### src/dts_from_pts_reorder_macros.svh
// Assertion macros shared by the dts_from_pts_reorder RTL.
`ifndef DTS_FROM_PTS_REORDER_MACROS_SVH
`define DTS_FROM_PTS_REORDER_MACROS_SVH

`ifndef ASSERT_OFF
// same-cycle implication, disabled while reset is asserted
`define DTSR_ASSERT_NOW(lbl, clk, rst_n, ante, cons, msg) \
	lbl: assert property (@(posedge clk) disable iff (!rst_n) (ante) |-> (cons)) \
		else $error(msg);
// next-cycle implication, disabled while reset is asserted
`define DTSR_ASSERT_NEXT(lbl, clk, rst_n, ante, cons, msg) \
	lbl: assert property (@(posedge clk) disable iff (!rst_n) (ante) |=> (cons)) \
		else $error(msg);
`else
`define DTSR_ASSERT_NOW(lbl, clk, rst_n, ante, cons, msg)
`define DTSR_ASSERT_NEXT(lbl, clk, rst_n, ante, cons, msg)
`endif

`endif

### src/dtsr_pkg.sv
// Shared types and constants for the DTS reconstruction block.
`timescale 1ns / 1ps
package dtsr_pkg;

	localparam int STAMP_W   = 64;
	localparam int DUR_W     = 32;
	localparam int DELAY_W   = 4;
	localparam int CFG_IDX_W = 1;
	localparam int CFG_W     = 32;

	// configuration register indexes
	localparam logic [CFG_IDX_W-1:0] REG_REORDER_DELAY  = 1'd0;
	localparam logic [CFG_IDX_W-1:0] REG_FRAME_DURATION = 1'd1;

	localparam logic [DELAY_W-1:0] DELAY_RESET    = 4'd4;
	localparam logic [DUR_W-1:0]   DURATION_RESET = 32'd1;

	// per-item command from the stamp generator to the sorted store
	typedef struct packed {
		logic step;   // an item is processed this cycle
		logic pop;    // remove the smallest entry after the insert
	} store_ctrl_t;

endpackage

### src/dtsr_stamp_gen.sv
// Item counter, first stamp and synthetic DTS for the leading items.
`timescale 1ns / 1ps
module dtsr_stamp_gen #(
	parameter int MAX_DELAY = 15
) (
	input  logic                          clk,
	input  logic                          arst_n,
	input  logic                          step,
	input  logic [dtsr_pkg::STAMP_W-1:0]  pts,
	input  logic [dtsr_pkg::DELAY_W-1:0]  reorder_delay,
	input  logic [dtsr_pkg::DUR_W-1:0]    frame_duration,
	output dtsr_pkg::store_ctrl_t         ctrl,
	output logic [dtsr_pkg::STAMP_W-1:0]  synth_dts
);
	import dtsr_pkg::*;

	localparam int DLY_W  = $clog2(MAX_DELAY + 1);
	localparam int CMP_W  = (DLY_W > DELAY_W) ? DLY_W : DELAY_W;
	localparam int PROD_W = DLY_W + DUR_W;

	logic [DLY_W-1:0]   items_q;
	logic               first_seen_q;
	logic [STAMP_W-1:0] first_stamp_q;

	logic [DLY_W-1:0]   delay_c;
	logic [DLY_W-1:0]   gap;
	logic [PROD_W-1:0]  prod;
	logic [STAMP_W-1:0] base;
	logic               synth;

	// clamp the programmed delay to MAX_DELAY
	always_comb begin
		if (CMP_W'(reorder_delay) > CMP_W'(MAX_DELAY)) begin
			delay_c = DLY_W'(MAX_DELAY);
		end else begin
			delay_c = DLY_W'(reorder_delay);
		end
	end

	assign synth = (items_q < delay_c);
	assign gap   = delay_c - items_q;
	assign prod  = PROD_W'(gap) * PROD_W'(frame_duration);
	assign base  = first_seen_q ? first_stamp_q : pts;

	assign synth_dts = base - STAMP_W'(prod);
	assign ctrl.step = step;
	assign ctrl.pop  = !synth;

	always_ff @(posedge clk or negedge arst_n) begin
		if (!arst_n) begin
			items_q      <= '0;
			first_seen_q <= 1'b0;
		end else if (step) begin
			if (items_q != DLY_W'(MAX_DELAY)) begin
				items_q <= items_q + DLY_W'(1);
			end
			first_seen_q <= 1'b1;
		end
	end

	always_ff @(posedge clk) begin
		if (step && !first_seen_q) begin
			first_stamp_q <= pts;
		end
	end

endmodule
### config.mk
export PLATFORM = sky130hd
export DESIGN_NAME = dtsr_stamp_gen
export DESIGN_NICKNAME = d
export VERILOG_FILES = /design/src/dts_from_pts_reorder_macros.svh /design/src/dtsr_pkg.sv /design/src/dtsr_stamp_gen.sv
export SDC_FILE = /design/constraint.sdc
export NUM_CORES = 1
export LEC_CHECK = 0
export ABC_AREA = 1
export BUFFER_PORTS_ARGS = -buffer_cell sky130_fd_sc_hd__buf_4
export CORE_UTILIZATION = 59
export DETAILED_ROUTE_END_ITERATION = 10
export GPL_ROUTABILITY_DRIVEN = 1
export PLACE_DENSITY_LB_ADDON = 0.25
export SYNTH_ARGS = -nofsm -noshare
export SYNTH_HDL_FRONTEND = slang
export SYNTH_SLANG_ARGS = --single-unit
### constraint.sdc
create_clock -name clk -period 6.9 [get_ports clk]
set_input_delay 1.035 -clock clk [delete_from_list [all_inputs] [get_ports clk]]
set_output_delay 1.035 -clock clk [all_outputs]
set_load 0.01 [all_outputs]
==> key figures, run 1 <==
Outcome
  • Run status: complete, no violations

Yosys
  • FFs w/ async S/R, synth: 0.0725
  • Yosys top cell by area: nand2_1
  • Syn nets: ~1700
  • Post-synthesis cell type count: 35
  • Synth Area in Compound Gates: 0.0546
  • Largest cells by area after synthesis: nand2_1, edfxtp_1, fa_1, inv_1, ha_1
  • Top cells by count, synth: nand2_1, inv_1, nor2_1
  • Cell area after synthesis: about 10000 um2
  • Yosys warns: 0
  • Seq/Total Area, Yosys: 0.201
  • Post-synthesis xor/xnor area fraction: 0.0293
  • Count leader, synth: nand2_1
  • Yosys top cell area share: 0.190
  • Avg Inst Size Synth: around 6.8 um2
  • Syn Inst Count: roughly 1500
  • Number of flops mapped to enable cells by yosys: 64
  • Flops & latches, synth: 69
  • Adder-cell share of the synthesized area: 0.245
  • Top FF cell, synth: edfxtp_1
  • Mux cell area share after synthesis: 0.0276
  • Largest family of logic cells by synthesized area: simple AND/OR/NAND/NOR gates
  • Post-Synth Simple-Gate Area: 0.302

Timing
  • Tcrit/Tclk final: 0.986
  • Final setup violation count: 0
  • Tmin final: 6.80 ns
  • Slew Viols, Final: 0
  • Worst hold margin: 0.464 ns
  • Final worst setup slack: 0.0969 ns
  • Headroom to the max-slew limit: 0.392
  • Fmax: between 100 and 150 MHz
  • Fin Clk Skew: around 0.0056 ns
  • Slew @ Worst Pin: between 0.9 and 1 ns
  • Final hold vios: 0

Min path
  • Hold Crit Class: input port to asynchronous set/reset pin

Worst setup path
  • CP peak stage delay: 0.55 ns
  • CP startpoint: reorder_delay[2]
  • Setup crit start kind: input port
  • Critical Path AT: 5.77 ns
  • CP Capture Type: output pin
  • FF-to-FF Start: first_seen_q
  • Most frequent CP cell: nand2_1
  • Worst Setup Path Type: input port to output pin
  • Worst-path maximum fanout: 15
  • Critical Path RT: 5.86 ns
  • CP max stage cell: fa_1

Finish
  • # fillers: between 1000 and 1500
  • Fin cells: between 1500 and 2000
  • Ratio of cells with drive above 1 in the final layout: 0.214
  • Fin util: 0.753
  • # diodes: 0
  • Layout overhead on the synthesized area: 23.6%
  • Nets: 1920

Die
  • Core area: 16700 um2
  • Initial Utilization: 0.609
  • IO Pins: 169
  • Die X: 133 um
  • Die Ht: 133 um
  • Row count: 47
  • Die area: 17800 um2

Clock network
  • Clock transition at path regs: 0.07 ns
  • CTS root buffer: clkbuf_16
  • H-tree level count: 3
  • Hold-fix buffers, CTS: 0
  • Clock latency on the worst-skew pair: 0.36 ns
  • Inserted Clock Buffers: 9
  • TritonCTS clock tree: built
  • TritonCTS Sinks: 69
  • CTS Buffer Depth: 2

Placement
  • Detailed placement HPWL: between 20 and 25 mm
  • PortBufs: 168
  • GPL Wtd Cong: 0.988
  • Pre-CTS setup slack: approximately 0.0077 ns
  • Dpl cells: 1877

Global route
  • Initial antenna violation count: 0
  • Vias in the first global route: 9677
  • Total GRT Usage: 0.344
  • Largest net degree at the start of global routing: 65
  • First-pass GRT wire length: 47.1 mm
  • Total congestion overflow: 0

Detailed routing
  • Routed length per instance: 16.6 um
  • Pre-antenna DRT Iters: 7
  • Initial detailed-routing violation count: between 800 and 900
  • Vias: 10200
  • Antenna Nets Post-Route: 0
  • Via/cell ratio: approximately 5.4
  • Post-route DRC: 0
  • Final WL: 31.6 mm

Run
  • Max_cap viols: 0
## registers in the layout, summed over array words and instances, names as in the netlist
register / count
items_q: 4
first_stamp_q: 64
first_seen_q: 1
## final timing paths
| check | slack (ns) | cells after the start | endpoint |
|---|---|---|---|
| worst min-delay path | 0.46 | 1 | items_q[0] |
| worst min register to register | 0.57 | 1 | items_q[0] |
| min in group clk | 0.57 | 1 | items_q[0] |
| worst max register to register | 4.82 | 2 | first_stamp_q[32] |
| worst max-delay path | 0.1 | 29 | synth_dts[50] |
| max in group asynchronous | 6.31 | 1 | first_seen_q |
## repair_timing
| action | CTS | global route |
|---|---|---|
| gates cloned | 0 | 4 |
| resized for setup | 2 | 134 |
| setup buffers | 0 | 2 |
| setup endpoints to repair | 5 | 48 |
| endpoints found under the hold margin | 0 | 0 |
| pin swaps | 0 | 18 |
## critical path, delay by kind of cell
kind            cells  cell delay [ns]
compound gates      1             0.19
simple gates       16             1.60
buf+inv             7             0.74
fa+ha+maj           5             2.18
## cells in the final DEF (no fill, tap or decap), types with 3 or more instances in the layout
cell type,netlist,final
a21oi_1,48,27
a21oi_2,2,21
and2_1,3,3
buf_12,0,3
buf_4,1,178
clkbuf_16,0,12
dfrtp_1,5,4
edfxtp_1,64,64
fa_1,94,94
ha_1,49,24
ha_2,0,16
ha_4,0,9
inv_1,337,335
mux2i_1,28,28
nand2_1,514,483
nand2_2,9,40
nand3_1,58,54
nand3_2,0,4
nand3b_1,3,3
nand4_1,7,7
nor2_1,142,120
nor2_2,17,34
nor2_4,1,6
nor3_1,5,4
o21ai_0,29,16
o21ai_1,3,11
o21ai_2,9,14
o21bai_1,5,4
or2_2,5,5
xnor2_1,3,3
xor2_1,31,30
## through the flow
step                      area [um2]  setup TNS [ns]
after floorplan                10200               0
after global placement         11700               0
after detailed placement       11700               0
after CTS                      12000               0
after global routing           12600           -1.15
final                          12600               0
## routing by layer
layer | global-route usage | up-vias | routed length, um
li1 | - | 4854 | -
met2 | 0.574 | 524 | 14900
met4 | 0.126 | 0 | 1160
met1 | 0.460 | 4749 | 12900
met3 | 0.0415 | 95 | 2620
met5 | 0 | - | 0
## final cells by class
| type | count | area, um2 | share of cell area |
|---|---|---|---|
| multi-input combinational | 1069 | 7160 | 0.569 |
| sequential | 69 | 2050 | 0.163 |
| timing repair buffer | 185 | 1480 | 0.118 |
| inverter | 340 | 1280 | 0.102 |
| tap | 220 | 275 | 0.0219 |
| clock buffer | 9 | 225 | 0.0179 |
| clock inverter | 7 | 98.8 | 0.00786 |
## cells by family (layout without fill, tap and decap cells)
kind of cell	Yosys count	count (layout)
AOI/OAI and AO/OA	99	99
xor gates and xnor gates	34	34
adders and majority gates	143	143
buffers and inverters	365	541
DFF	69	69
muxes	28	28
and+or+nand+nor	765	765
Power of run 1 is not shown: default switching activity piles up to over one toggle a cycle in this logic, so the estimate is an artifact.
==> run 2: changes to the inputs <==
- GPL_TIMING_DRIVEN: unset -> 0
==> key figures, run 2 (synthesis results as in run 1) <==
Finish
  • Commonest non-fill, non-tap cell in the layout: nand2_1
  • Most frequent cells in the layout: nand2_1, inv_1, buf_4
  • Ratio of cells with drive above 1 in the final layout: 0.233
  • Nets: roughly 1900
  • Layout overhead on the synthesized area: 26.2%
  • Biggest regs: first_stamp_q (64), items_q (4), first_seen_q (1)
  • Max FFs per register: 64
  • # diodes: 0
  • # fillers: 1277
  • Design area: 12800 um2
  • Largest Register: first_stamp_q
  • Fin cells: 1919

Timing
  • Final setup violation count: 0
  • Fin Clk Skew: 0.00785 ns
  • Tcrit/Tclk final: 0.990
  • Tmin final: 6.83 ns
  • Final worst setup slack: around 0.072 ns
  • Headroom to the max-slew limit: 0.340
  • Fmax: 146 MHz
  • Slew @ Worst Pin: 0.987 ns
  • Slew Viols, Final: 0
  • Final hold vios: 0

Clock network
  • TritonCTS Sinks: 69
  • H-tree level count: 3
  • Clock latency on the worst-skew pair: 0.35 ns
  • CTS root buffer: clkbuf_16
  • Clock transition at path regs: about 0.070 ns
  • Inserted Clock Buffers: 9
  • Hold-fix buffers, CTS: 0
  • CTS Buffer Depth: 2
  • TritonCTS clock tree: built

Detailed routing
  • Pre-antenna DRT Iters: 6
  • Vias: 10200
  • Post-route DRC: 0
  • Antenna Nets Post-Route: 0
  • Routed length per instance: ~17 um
  • Via/cell ratio: 5.34
  • Initial detailed-routing violation count: between 1000 and 1500
  • Final WL: 32.0 mm

Worst setup path
  • Worst Setup Path Type: input port to output pin
  • Worst-path maximum fanout: 10
  • Setup crit start kind: input port
  • CP Capture Type: output pin
  • Crit-path leading delay family: adder cells
  • Critical Path RT: a little under 6 ns
  • CP startpoint: reorder_delay[0]
  • CP max stage cell: fa_1
  • FF-to-FF Start: first_seen_q
  • Worst Path Buf+Inv: 9
  • R2r setup slk: 3.97 ns
  • Critical Path AT: between 5 and 6 ns
  • Most frequent CP cell: nand2_1
  • CP peak stage delay: 0.56 ns

Die
  • Die X: about 130 um
  • Core area: 16700 um2
  • Row count: 47
  • Initial Utilization: 0.609
  • Die Ht: 133 um
  • Die area: 17800 um2
  • IO Pins: roughly 170

Run
  • Max_cap viols: 0

Global route
  • First-pass GRT wire length: between 40 and 50 mm
  • Vias in the first global route: 10100
  • Total GRT Usage: 0.358
  • Largest net degree at the start of global routing: 34
  • Total congestion overflow: 0
  • Initial antenna violation count: 1

Placement
  • GPL Wtd Cong: roughly 0.98
  • Dpl cells: 1892
  • PortBufs: 168
  • Pre-CTS setup slack: -1.00 ns
  • Post-placement cell area: 11700 um2
  • Detailed placement HPWL: 25.3 mm

Min path
  • Hold Crit Class: input port to asynchronous set/reset pin

Outcome
  • Run status: complete, no violations
## run 2: worst paths after layout
kind / to / cells past startpoint
worst max-delay path: synth_dts[62] / 28
worst min register to register: items_q[0] / 1
max in group asynchronous: items_q[1] / 1
worst min-delay path: items_q[2] / 1
worst max register to register: first_stamp_q[46] / 7
min in group clk: items_q[0] / 1
## run 2: layout make-up
cell class              count  area, um2  share of cell area
flip-flops and latches     69       2050               0.159
plain buffers              25        231              0.0180
clock inverters             6       40.0             0.00312
inverters                 340       1280              0.0994
multi-input cells        1069       7340               0.572
clock buffers              10        229              0.0178
repair buffers            180       1390               0.109
well taps                 220        275              0.0214
## run 2: worst reg2reg max path, delay by kind of cell (launching register included)
family	cells	cell delay, ns
flip-flops	1	0.45
buffers and inverters	6	1.36
AND/OR/NAND/NOR	1	0.79
## run 2: what timing repair did
action | in CTS | in global routing
pin swaps | 1 | 32
gates resized for setup | 60 | 150
cloned | 0 | 1
buffers inserted | 0 | 10
endpoints found under the hold margin | 0 | 0
setup endpoints to repair | 58 | 54
## run 2: through the flow
stage / hold WS, ns / TNS [ns] / utilization
CTS: 0.464 / 0 / 0.731
detailed placement: 0.533 / -50.76 / 0.703
floorplan: 0.496 / 0 / -
global placement: 0.527 / -47.69 / 0.701
finish: 0.468 / 0 / 0.769
global route: 0.465 / -1.79 / 0.769
## run 2: per-layer routing
| metal | global-route usage | share of wire |
|---|---|---|
| met5 | 0 | 0 |
| met4 | 0.109 | 0.032 |
| met3 | 0.0696 | 0.078 |
| met2 | 0.602 | 0.48 |
| met1 | 0.468 | 0.41 |
Power of run 2 is left out for the same reason.
